==> src/rtl/hsl_pkg.sv <==
// Shared constants, types and helpers for the HSL to RGB converter.
`default_nettype none

package hsl_pkg;

   // Fixed-point format of saturation, lightness, alpha and color outputs
   localparam int FRAC_BITS = 16;
   localparam int ONE       = 1 << FRAC_BITS;
   localparam int UNIT_W    = FRAC_BITS + 1;

   // Hue reduction: one turn is 360 degrees in 1/64 degree units
   localparam int HUE_W       = 24;
   localparam int HUE_TURN    = 360 * 64;
   localparam int HUE_BIAS    = 365 * HUE_TURN;  // lifts any 24-bit hue above zero
   localparam int BIASED_W    = 25;
   localparam int TURN_LOG2   = 9;               // HUE_TURN = 45 * 2^9
   localparam int TURN_RECIP  = 46604;           // ceil(2^21 / 45)
   localparam int TURN_SHIFT  = 21;
   localparam int TURN_W      = 10;
   localparam int REM_W       = 15;
   localparam int SCALE_LOG2  = FRAC_BITS - TURN_LOG2;  // ONE / 2^9
   localparam int FRAC_RECIP  = 2982617;         // ceil(2^27 / 45)
   localparam int FRAC_SHIFT  = 27;

   // Hue ramp breakpoints, truncated
   localparam int SIXTH      = ONE / 6;
   localparam int HALF       = ONE / 2;
   localparam int THIRD      = ONE / 3;
   localparam int TWO_THIRDS = (2 * ONE) / 3;

   // Width of the ramp argument after the one-third offset, signed
   localparam int RAMP_ARG_W = UNIT_W + 1;
   // Width of the interpolation factor, always below ONE
   localparam int FACTOR_W   = FRAC_BITS;

   typedef logic [UNIT_W-1:0] unit_type;

   // Clamp a signed value into 0..ONE
   function automatic unit_type clamp_unit(input logic signed [UNIT_W+1:0] v);
      unit_type r;
      if (v < 0) begin
         r = unit_type'(ONE);
      end else begin
         r = v[UNIT_W-1:0];
      end
      if (v < 0) begin
         r = '0;
      end else if (v > $signed((UNIT_W+2)'(ONE))) begin
         r = unit_type'(ONE);
      end
      return r;
   endfunction

endpackage

`default_nettype wire

==> src/rtl/hsl_req_if.sv <==
// Input channel: one HSL color plus alpha per word.
`default_nettype none

interface hsl_req_if;
   logic               valid;
   logic               ready;
   logic signed [23:0] hue;
   logic signed [17:0] saturation;
   logic signed [17:0] lightness;
   logic signed [17:0] opacity;

   modport source (output valid, hue, saturation, lightness, opacity, input ready);
   modport sink   (input valid, hue, saturation, lightness, opacity, output ready);
endinterface

`default_nettype wire

==> src/rtl/hsl_rsp_if.sv <==
// Result channel: one RGB color plus alpha per word.
`default_nettype none

interface hsl_rsp_if;
   logic        valid;
   logic        ready;
   logic [16:0] red;
   logic [16:0] green;
   logic [16:0] blue;
   logic [16:0] alpha_out;

   modport source (output valid, red, green, blue, alpha_out, input ready);
   modport sink   (input valid, red, green, blue, alpha_out, output ready);
endinterface

`default_nettype wire

==> src/rtl/hsl_hue_unit.sv <==
// Hue reduction pipeline: signed angle to turn fraction, four stages.
`default_nettype none

module hsl_hue_unit (
   input  wire logic                               clock,
   input  wire logic                               en,
   input  wire logic signed [hsl_pkg::HUE_W-1:0]   hue,
   output      logic [hsl_pkg::FRAC_BITS-1:0]      frac
);

   localparam int PROD1_W = 2 * (hsl_pkg::BIASED_W - hsl_pkg::TURN_LOG2);
   localparam int PROD2_W = 44;

   logic signed [hsl_pkg::BIASED_W:0]   biased;
   logic [hsl_pkg::BIASED_W-1:0]        x_s1_ff, x_s1_in;
   logic [hsl_pkg::BIASED_W-1:0]        x_s2_ff;
   logic [PROD1_W-1:0]                  turn_prod;
   logic [hsl_pkg::TURN_W-1:0]          turn_s2_ff, turn_s2_in;
   logic [hsl_pkg::BIASED_W-1:0]        rem;
   logic [hsl_pkg::REM_W-1:0]           rem_s3_ff, rem_s3_in;
   logic [PROD2_W-1:0]                  frac_prod;
   logic [hsl_pkg::FRAC_BITS-1:0]       frac_s4_ff, frac_s4_in;

   // Stage 1: bias the hue so it is never negative
   always_comb begin
      biased  = (hsl_pkg::BIASED_W+1)'(hue) + (hsl_pkg::BIASED_W+1)'(hsl_pkg::HUE_BIAS);
      x_s1_in = biased[hsl_pkg::BIASED_W-1:0];
   end

   // Stage 2: turn count by reciprocal multiply of the biased hue / 512
   always_comb begin
      turn_prod  = PROD1_W'(x_s1_ff[hsl_pkg::BIASED_W-1:hsl_pkg::TURN_LOG2])
                   * PROD1_W'(hsl_pkg::TURN_RECIP);
      turn_s2_in = turn_prod[hsl_pkg::TURN_SHIFT+hsl_pkg::TURN_W-1:hsl_pkg::TURN_SHIFT];
   end

   // Stage 3: remainder within one turn
   always_comb begin
      rem       = x_s2_ff - hsl_pkg::BIASED_W'(turn_s2_ff)
                  * hsl_pkg::BIASED_W'(hsl_pkg::HUE_TURN);
      rem_s3_in = rem[hsl_pkg::REM_W-1:0];
   end

   // Stage 4: scale remainder to a turn fraction, floor(rem * 128 / 45)
   always_comb begin
      frac_prod  = PROD2_W'({rem_s3_ff, hsl_pkg::SCALE_LOG2'(0)})
                   * PROD2_W'(hsl_pkg::FRAC_RECIP);
      frac_s4_in = frac_prod[hsl_pkg::FRAC_SHIFT+hsl_pkg::FRAC_BITS-1:hsl_pkg::FRAC_SHIFT];
   end

   // Advance all stages together
   always_ff @(posedge clock) begin
      if (en) begin
         x_s1_ff    <= x_s1_in;
         x_s2_ff    <= x_s1_ff;
         turn_s2_ff <= turn_s2_in;
         rem_s3_ff  <= rem_s3_in;
         frac_s4_ff <= frac_s4_in;
      end
   end

   assign frac = frac_s4_ff;

endmodule

`default_nettype wire

==> src/rtl/hsl_qp_unit.sv <==
// Saturation and lightness pipeline: clamp, then form q and p, four stages.
`default_nettype none

module hsl_qp_unit (
   input  wire logic                                 clock,
   input  wire logic                                 en,
   input  wire logic signed [hsl_pkg::UNIT_W:0]      saturation,
   input  wire logic signed [hsl_pkg::UNIT_W:0]      lightness,
   output      hsl_pkg::unit_type                    p_val,
   output      hsl_pkg::unit_type                    q_val
);

   localparam int PROD_W = 2 * hsl_pkg::UNIT_W;

   hsl_pkg::unit_type              s_s1_ff, s_s1_in, l_s1_ff, l_s1_in;
   hsl_pkg::unit_type              s_s2_ff, l_s2_ff, m_s2_ff, m_s2_in;
   logic [PROD_W-1:0]              ls_prod;
   logic signed [hsl_pkg::UNIT_W+1:0] q_raw, p_raw;
   hsl_pkg::unit_type              l_s3_ff, q_s3_ff, q_s3_in;
   hsl_pkg::unit_type              p_s4_ff, p_s4_in, q_s4_ff;
   hsl_pkg::unit_type              p_clamped;

   // Stage 1: clamp inputs to 0..ONE
   always_comb begin
      s_s1_in = hsl_pkg::clamp_unit((hsl_pkg::UNIT_W+2)'(saturation));
      l_s1_in = hsl_pkg::clamp_unit((hsl_pkg::UNIT_W+2)'(lightness));
   end

   // Stage 2: l * s, truncated to the fraction
   always_comb begin
      ls_prod = PROD_W'(l_s1_ff) * PROD_W'(s_s1_ff);
      m_s2_in = ls_prod[hsl_pkg::FRAC_BITS+hsl_pkg::UNIT_W-1:hsl_pkg::FRAC_BITS];
   end

   // Stage 3: q = l*(1+s) below half lightness, else l+s-l*s
   always_comb begin
      if (l_s2_ff < hsl_pkg::UNIT_W'(hsl_pkg::HALF)) begin
         q_raw = $signed((hsl_pkg::UNIT_W+2)'(l_s2_ff)) + $signed((hsl_pkg::UNIT_W+2)'(m_s2_ff));
      end else begin
         q_raw = $signed((hsl_pkg::UNIT_W+2)'(l_s2_ff)) + $signed((hsl_pkg::UNIT_W+2)'(s_s2_ff))
                 - $signed((hsl_pkg::UNIT_W+2)'(m_s2_ff));
      end
      q_s3_in = hsl_pkg::clamp_unit(q_raw);
   end

   // Stage 4: p = 2l - q, clamped and kept at or below q
   always_comb begin
      p_raw     = $signed({1'b0, l_s3_ff, 1'b0}) - $signed((hsl_pkg::UNIT_W+2)'(q_s3_ff));
      p_clamped = hsl_pkg::clamp_unit(p_raw);
      p_s4_in   = (p_clamped > q_s3_ff) ? q_s3_ff : p_clamped;
   end

   // Advance all stages together
   always_ff @(posedge clock) begin
      if (en) begin
         s_s1_ff <= s_s1_in;
         l_s1_ff <= l_s1_in;
         s_s2_ff <= s_s1_ff;
         l_s2_ff <= l_s1_ff;
         m_s2_ff <= m_s2_in;
         l_s3_ff <= l_s2_ff;
         q_s3_ff <= q_s3_in;
         p_s4_ff <= p_s4_in;
         q_s4_ff <= q_s3_ff;
      end
   end

   assign p_val = p_s4_ff;
   assign q_val = q_s4_ff;

endmodule

`default_nettype wire

==> src/rtl/hsl_ramp_unit.sv <==
// Piecewise hue ramp for one color channel, two stages.
`default_nettype none

module hsl_ramp_unit (
   input  wire logic                                    clock,
   input  wire logic                                    en,
   input  wire logic signed [hsl_pkg::RAMP_ARG_W-1:0]   arg,
   input  wire hsl_pkg::unit_type                       p_val,
   input  wire hsl_pkg::unit_type                       q_val,
   output      hsl_pkg::unit_type                       level
);

   localparam int SCALED_W = hsl_pkg::UNIT_W + 3;
   localparam int PROD_W   = hsl_pkg::UNIT_W + hsl_pkg::FACTOR_W;

   logic signed [hsl_pkg::RAMP_ARG_W-1:0] wrapped;
   hsl_pkg::unit_type                      t;
   hsl_pkg::unit_type                      down;
   logic [SCALED_W-1:0]                    scaled;
   logic [hsl_pkg::FACTOR_W-1:0]           factor_ff, factor_in;
   logic                                   use_q_ff, use_q_in;
   hsl_pkg::unit_type                      p_ff, q_ff, d_ff, d_in;
   logic [PROD_W-1:0]                      prod;
   hsl_pkg::unit_type                      level_ff, level_in;

   // Stage 5: wrap the argument, pick the segment and its slope factor
   always_comb begin
      wrapped = arg;
      if (arg < 0) begin
         wrapped = arg + hsl_pkg::RAMP_ARG_W'(hsl_pkg::ONE);
      end else if (arg > $signed(hsl_pkg::RAMP_ARG_W'(hsl_pkg::ONE))) begin
         wrapped = arg - hsl_pkg::RAMP_ARG_W'(hsl_pkg::ONE);
      end
      t        = wrapped[hsl_pkg::UNIT_W-1:0];
      down     = hsl_pkg::UNIT_W'(hsl_pkg::TWO_THIRDS) - t;
      scaled   = '0;
      use_q_in = 1'b0;
      if (t < hsl_pkg::UNIT_W'(hsl_pkg::SIXTH)) begin
         scaled = SCALED_W'(t) * SCALED_W'(6);
      end else if (t < hsl_pkg::UNIT_W'(hsl_pkg::HALF)) begin
         use_q_in = 1'b1;
      end else if (t < hsl_pkg::UNIT_W'(hsl_pkg::TWO_THIRDS)) begin
         scaled = SCALED_W'(down) * SCALED_W'(6);
      end
      factor_in = scaled[hsl_pkg::FACTOR_W-1:0];
      d_in      = q_val - p_val;
   end

   // Stage 6: interpolate between p and q
   always_comb begin
      prod     = PROD_W'(d_ff) * PROD_W'(factor_ff);
      level_in = use_q_ff ? q_ff
                          : p_ff + prod[hsl_pkg::FRAC_BITS+hsl_pkg::UNIT_W-1:hsl_pkg::FRAC_BITS];
   end

   // Advance both stages together
   always_ff @(posedge clock) begin
      if (en) begin
         factor_ff <= factor_in;
         use_q_ff  <= use_q_in;
         p_ff      <= p_val;
         q_ff      <= q_val;
         d_ff      <= d_in;
         level_ff  <= level_in;
      end
   end

   assign level = level_ff;

endmodule

`default_nettype wire

==> src/rtl/hsl_to_rgb_converter.sv <==
// Throughput: one word per cycle; six register stages advance together.
// A stalled output holds the whole pipeline; no word is lost or repeated.
// Stages: hue reduction and q/p forming in four, hue ramp in two.
// Reset clears the stage valid bits only; data registers are not reset.
// Pipeline depth is fixed by the hue unit: two reciprocal multiplies.
`default_nettype none

module hsl_to_rgb_converter (
   input  wire logic  clock,
   input  wire logic  reset,
   hsl_req_if.sink    req_chan,
   hsl_rsp_if.source  rsp_chan
);

   localparam int DEPTH = 6;

   logic                                    stage_en;
   logic [DEPTH-1:0]                        valid_ff, valid_in;
   hsl_pkg::unit_type                       alpha_ff [DEPTH];
   hsl_pkg::unit_type                       alpha_in;
   logic [hsl_pkg::FRAC_BITS-1:0]           frac;
   hsl_pkg::unit_type                       p_val, q_val;
   logic signed [hsl_pkg::RAMP_ARG_W-1:0]   arg_r, arg_g, arg_b;
   hsl_pkg::unit_type                       red_lvl, green_lvl, blue_lvl;

   // Advance the pipeline unless the output word is held
   assign stage_en       = !valid_ff[DEPTH-1] || rsp_chan.ready;
   assign req_chan.ready = stage_en;

   // Shift valid bits with the data
   always_comb begin
      valid_in = {valid_ff[DEPTH-2:0], req_chan.valid};
   end

   always_ff @(posedge clock) begin
      if (reset) begin
         valid_ff <= '0;
      end else if (stage_en) begin
         valid_ff <= valid_in;
      end
   end

   // Clamp alpha and carry it alongside the color
   assign alpha_in = hsl_pkg::clamp_unit((hsl_pkg::UNIT_W+2)'(req_chan.opacity));

   always_ff @(posedge clock) begin
      if (stage_en) begin
         alpha_ff[0] <= alpha_in;
         for (int i = 1; i < DEPTH; i++) begin
            alpha_ff[i] <= alpha_ff[i-1];
         end
      end
   end

   hsl_hue_unit u_hue (
      .clock (clock),
      .en    (stage_en),
      .hue   (req_chan.hue),
      .frac  (frac)
   );

   hsl_qp_unit u_qp (
      .clock      (clock),
      .en         (stage_en),
      .saturation (req_chan.saturation),
      .lightness  (req_chan.lightness),
      .p_val      (p_val),
      .q_val      (q_val)
   );

   // Offset the hue by a third of a turn for red and blue
   always_comb begin
      arg_g = $signed(hsl_pkg::RAMP_ARG_W'(frac));
      arg_r = arg_g + hsl_pkg::RAMP_ARG_W'(hsl_pkg::THIRD);
      arg_b = arg_g - hsl_pkg::RAMP_ARG_W'(hsl_pkg::THIRD);
   end

   hsl_ramp_unit u_ramp_red (
      .clock (clock), .en (stage_en), .arg (arg_r),
      .p_val (p_val), .q_val (q_val), .level (red_lvl)
   );

   hsl_ramp_unit u_ramp_green (
      .clock (clock), .en (stage_en), .arg (arg_g),
      .p_val (p_val), .q_val (q_val), .level (green_lvl)
   );

   hsl_ramp_unit u_ramp_blue (
      .clock (clock), .en (stage_en), .arg (arg_b),
      .p_val (p_val), .q_val (q_val), .level (blue_lvl)
   );

   // Drive the result word from the last stage
   assign rsp_chan.valid     = valid_ff[DEPTH-1];
   assign rsp_chan.red       = red_lvl;
   assign rsp_chan.green     = green_lvl;
   assign rsp_chan.blue      = blue_lvl;
   assign rsp_chan.alpha_out = alpha_ff[DEPTH-1];

   // A held pipeline keeps every valid bit
   a_hold_valid: assert property (@(posedge clock) disable iff (reset)
      !stage_en |=> $stable(valid_ff))
      else $error("valid bits moved while pipeline held");

   // An accepted word occupies the first stage next cycle
   a_accept_enters: assert property (@(posedge clock) disable iff (reset)
      (req_chan.valid && req_chan.ready) |=> valid_ff[0])
      else $error("accepted word missing from first stage");

   // Result components stay within 0..ONE
   a_out_range: assert property (@(posedge clock) disable iff (reset)
      rsp_chan.valid |-> (rsp_chan.red <= hsl_pkg::UNIT_W'(hsl_pkg::ONE)
                          && rsp_chan.green <= hsl_pkg::UNIT_W'(hsl_pkg::ONE)
                          && rsp_chan.blue <= hsl_pkg::UNIT_W'(hsl_pkg::ONE)
                          && rsp_chan.alpha_out <= hsl_pkg::UNIT_W'(hsl_pkg::ONE)))
      else $error("result component out of range");

   // A taken output word with no word behind it leaves the last stage
   a_drain: assert property (@(posedge clock) disable iff (reset)
      (valid_ff[DEPTH-1] && rsp_chan.ready && !valid_ff[DEPTH-2]) |=> !valid_ff[DEPTH-1])
      else $error("output word repeated");

endmodule

`default_nettype wire

==> src/flat_wrapper.sv <==
// flat-port wrapper written by rule: the top's interface ports become plain ports
module hsl_to_rgb_converter_flat 
  (clock, reset, req_chan_valid, req_chan_hue, req_chan_saturation, req_chan_lightness, req_chan_opacity, req_chan_ready, rsp_chan_valid, rsp_chan_red, rsp_chan_green, rsp_chan_blue, rsp_chan_alpha_out, rsp_chan_ready);
  hsl_req_if req_chan_i ();
  hsl_rsp_if rsp_chan_i ();
  input  wire logic clock;
  input  wire logic reset;
  input wire logic [$bits(req_chan_i.valid)-1:0] req_chan_valid;
  input wire logic [$bits(req_chan_i.hue)-1:0] req_chan_hue;
  input wire logic [$bits(req_chan_i.saturation)-1:0] req_chan_saturation;
  input wire logic [$bits(req_chan_i.lightness)-1:0] req_chan_lightness;
  input wire logic [$bits(req_chan_i.opacity)-1:0] req_chan_opacity;
  output wire logic [$bits(req_chan_i.ready)-1:0] req_chan_ready;
  output wire logic [$bits(rsp_chan_i.valid)-1:0] rsp_chan_valid;
  output wire logic [$bits(rsp_chan_i.red)-1:0] rsp_chan_red;
  output wire logic [$bits(rsp_chan_i.green)-1:0] rsp_chan_green;
  output wire logic [$bits(rsp_chan_i.blue)-1:0] rsp_chan_blue;
  output wire logic [$bits(rsp_chan_i.alpha_out)-1:0] rsp_chan_alpha_out;
  input wire logic [$bits(rsp_chan_i.ready)-1:0] rsp_chan_ready;
  assign req_chan_i.valid = req_chan_valid;
  assign req_chan_i.hue = req_chan_hue;
  assign req_chan_i.saturation = req_chan_saturation;
  assign req_chan_i.lightness = req_chan_lightness;
  assign req_chan_i.opacity = req_chan_opacity;
  assign req_chan_ready = req_chan_i.ready;
  assign rsp_chan_valid = rsp_chan_i.valid;
  assign rsp_chan_red = rsp_chan_i.red;
  assign rsp_chan_green = rsp_chan_i.green;
  assign rsp_chan_blue = rsp_chan_i.blue;
  assign rsp_chan_alpha_out = rsp_chan_i.alpha_out;
  assign rsp_chan_i.ready = rsp_chan_ready;
  hsl_to_rgb_converter u_core (.clock(clock), .reset(reset), .req_chan(req_chan_i), .rsp_chan(rsp_chan_i));
endmodule
==> config.mk <==
export PLATFORM = sky130hd
export DESIGN_NAME = hsl_to_rgb_converter_flat
export DESIGN_NICKNAME = d
export VERILOG_FILES = /design/src/rtl/hsl_pkg.sv /design/src/rtl/hsl_req_if.sv /design/src/rtl/hsl_rsp_if.sv /design/src/rtl/hsl_hue_unit.sv /design/src/rtl/hsl_qp_unit.sv /design/src/rtl/hsl_ramp_unit.sv /design/src/rtl/hsl_to_rgb_converter.sv /design/src/flat_wrapper.sv
export SDC_FILE = /design/constraint.sdc
export NUM_CORES = 2
export LEC_CHECK = 0
export ABC_CLOCK_PERIOD_IN_PS = 27700
export BUFFER_PORTS_ARGS = -buffer_cell sky130_fd_sc_hd__clkbuf_2
export CAP_MARGIN = 40
export CORE_MARGIN = 4
export CORE_UTILIZATION = 30
export DETAILED_ROUTE_END_ITERATION = 7
export RECOVER_POWER = 25
export SLEW_MARGIN = 30
export SYNTH_ARGS = -nofsm -noshare
export SYNTH_HDL_FRONTEND = slang
export SYNTH_SLANG_ARGS = --single-unit
export TNS_END_PERCENT = 30
==> constraint.sdc <==
create_clock -name clock -period 27.7 [get_ports clock]
set_input_delay 4.155 -clock clock [delete_from_list [all_inputs] [get_ports clock]]
set_output_delay 4.155 -clock clock [all_outputs]
set_load 0.01 [all_outputs]
==> flow_summary.ini <==
[timing]
slew_viol_final = 0
unrepaired_setup_endpoints_after_global_routing = no
timing.final.setup_violations = 0
max_slew_margin = 0.0956
period_share = 0.343
worst_slew_pin_tran_ns = 1.36
clock-skew-final_ns = 0.0386
clock.fmax_mhz = 105
min_period_ns = 9.51
setup_total_negative_slack_ns = 0
timing_hold_violations_final = 0

[clock_tree]
number_of_clock_sinks = 488
ctsRootBufferMaster = clkbuf_16
clock_tree_from_tritoncts = yes
cts_htree_levels = 2
clk_pin_slew_worst_paths_ns = 0.06
max-clock-path-buffers = 3
postCtsHoldBufs = 0
clkLatencyLatePin_ns = 0.67
tritoncts_buffers = 53
post_cts_resized = 0
post_cts_repair_timing_setup_buffer_count = 0

[global_route]
gr-usage-all-layers = 0.147
grt_busiest_layer = met2
first_global_vias = 50795
grt_antenna_before_repair = 5
global_route.overflow_total = 0
gr-usage-met2 = 0.250
met1_usage = 0.194
grt_max_degree = 68
grt_pass1_wl_um = 279000
grt_use_met3 = 0.0187

[floorplan]
core-area_um2 = 228000
num_rows = 175
die_h_um = 487
die_boundary_width_um = 487
floorplan.initialDensity = 0.302
ios = 152
design.die.area_um2 = 237000

[synthesis]
yosysTopAreaCellShare = 0.279
synth_sequential_area_ratio = 0.212
syn_avg_cell_area_um2 = 9.87
synth_top_cell_by_area = fa_1
synth_cell_types = 84
synth_nets = 8943
ys_warn_count = 0
mappedNetlistArea_um2 = 68800
synth-main-ff-cell = edfxtp_1
yosysMostFrequentCell = inv_1
synth_seq_cells = 488
synth_top_cells_by_count = 1401 x inv_1, 957 x fa_1, 937 x ha_1
post_synth_main_area_contributors = fa_1 28%, edfxtp_1 21%, ha_1 17%
synthArstFlopShare = 0
synthCells = 6967
post_synth_edffs = 482

[route]
final_antenna_net_count = 0
finalWirelength_um = 173000
routed-via-count = 47741
routed_wire_length_per_instance_um = 17.2
routed_via_density = 4.74
drc_violation_count_after_routing = 0
first_iter_violations = 2725
drt_pass1_iterations = 6

[final_layout]
final_net_count = 8992
share_of_layout_cells_above_drive_strength_1 = 0.0448
final_design_area_no_fill_um2 = 74800
register_area_um2 = 14600
num-fill-cells = 23256
finish.cell_count_without_fillers = 10069
area_delta_synth_final_pct = 8.74
multi_input_area_um2 = 48000

[setup_path]
regToRegStartpoint = u_core.u_ramp_red.d_ff[5]
reg2reg_to = u_core.u_ramp_blue.level[16]
cp.arrival_ns = 5.35
timing_worst_setup_path_type = in2out
startpoint_type = input port
regToRegSetupSlack_ns = 18.35
critical_path.endpoint_type = output pin
critical_path_required_ns = 23.55
crit_fanout = 67
reg2reg_depth = 34

[min_path]
hold_end = u_core.u_hue.rem_s3_ff[5]
hold_path_depth = 0
hp-start = u_core.u_hue.x_s2_ff[5]
worstHoldPathType = reg2reg

[status]
status = completed

[placed_design]
post-dp-hpwl_um = 140000
placed_area_um2 = 72900
dp_cell_count = 9957
place_congestion = 0.900
port_buffers = 151

[flow_run]
drv.max_cap_violation_count = 0
-- worst max-delay path by stage --
| stage | from | endpoint | cells past startpoint |
|---|---|---|---|
| final | rsp_chan_ready | req_chan_ready | 4 |
| after floorplan | rsp_chan_ready | req_chan_ready | 2 |
| after global placement | rsp_chan_ready | req_chan_ready | 4 |
| after detailed placement | rsp_chan_ready | req_chan_ready | 4 |
| after global routing | u_core.u_ramp_red.d_ff[8] | u_core.u_ramp_blue.level[16] | 33 |
| after CTS | rsp_chan_ready | req_chan_ready | 4 |
-- cells in the final DEF (no fill, tap or decap), types with 10 or more instances in the layout --
cell          n
o21ai_1      30
and3_1       28
o21bai_1     39
edfxtp_1    482
a211o_1      12
xor2_1      112
nor2_1      190
mux2_2       13
o22ai_1      36
mux2i_1      10
or3_1        12
a22o_1       12
buf_4        36
o2111ai_1    11
nor4_1       18
xnor2_1     221
o21ai_0     127
clkbuf_1     31
clkinv_1     12
clkbuf_2    146
o211ai_1     19
fa_1        957
ha_1        937
nand3_1      48
clkbuf_16    53
nor2b_1      43
a31oi_1      16
nor3_1       75
nand4_1      30
a211oi_1     33
inv_1      1400
and2_1      490
nand2b_1     40
a21o_1      104
a21oi_1     197
o21a_1       50
nand2_1     781
-- cells by family (layout without fill, tap and decap cells) --
kind of cell,after synthesis,count (layout),synth area share
fa+ha+maj,1895,1895,0.449
simple gates,1801,1801,0.127
buf+inv,1631,1723,0.0891
compound gates,796,796,0.0759
flops,488,488,0.212
xor+xnor,333,333,0.0424
mux,23,23,0.00359
other cells,0,1,0
-- worst max-delay path, cell delays in order --
cell      delay, ns
clkbuf_2       0.09
nor2b_1        0.54
inv_8          0.31
clkbuf_2       0.24
-- metrics by stage --
step	worst slack, ns	hold slack (ns)	utilization
global route	17.82	0.418	0.328
detailed placement	18.17	0.405	0.320
finish	18.19	0.416	0.328
CTS	18.17	0.415	0.328
global placement	18.23	0.401	0.320
floorplan	9.89	0.400	-
-- cell type report --
class / count / share of cell area
diodes: 1 / 0.0000335
clock buffers: 66 / 0.0185
multi-input cells: 4848 / 0.643
inverters: 1407 / 0.0707
repair buffers: 218 / 0.0178
clock inverters: 32 / 0.00465
flip-flops and latches: 488 / 0.195
well taps: 3009 / 0.0504
-- metal layers --
| layer | up-vias | share of wire |
|---|---|---|
| met5 | - | 0.000075 |
| met4 | 2 | 0.036 |
| met3 | 246 | 0.048 |
| met2 | 1091 | 0.48 |
| met1 | 24067 | 0.44 |
| li1 | 22335 | - |
-- state kept, by name, indices dropped and copies added, names as in the netlist, 16 cells and up --
signal / count
u_core.u_qp.q_val: 17
u_core.u_qp.p_val: 17
u_core.u_qp.s_s1_ff: 17
u_core.u_ramp_red.q_ff: 17
u_core.alpha_ff: 102
u_core.u_ramp_blue.level: 17
u_core.u_hue.x_s1_ff: 25
u_core.u_hue.frac: 16
u_core.u_qp.l_s3_ff: 17
u_core.u_qp.s_s2_ff: 17
u_core.u_ramp_green.level: 17
u_core.u_qp.m_s2_ff: 17
u_core.u_ramp_red.d_ff: 17
u_core.u_qp.l_s2_ff: 17
u_core.u_ramp_red.level: 17
u_core.u_qp.q_s3_ff: 17
u_core.u_qp.l_s1_ff: 17
u_core.u_ramp_red.p_ff: 17
Power is left out: the tool's default activity adds up to more than one toggle a clock period on the data nets, which glitch-free logic cannot reach.
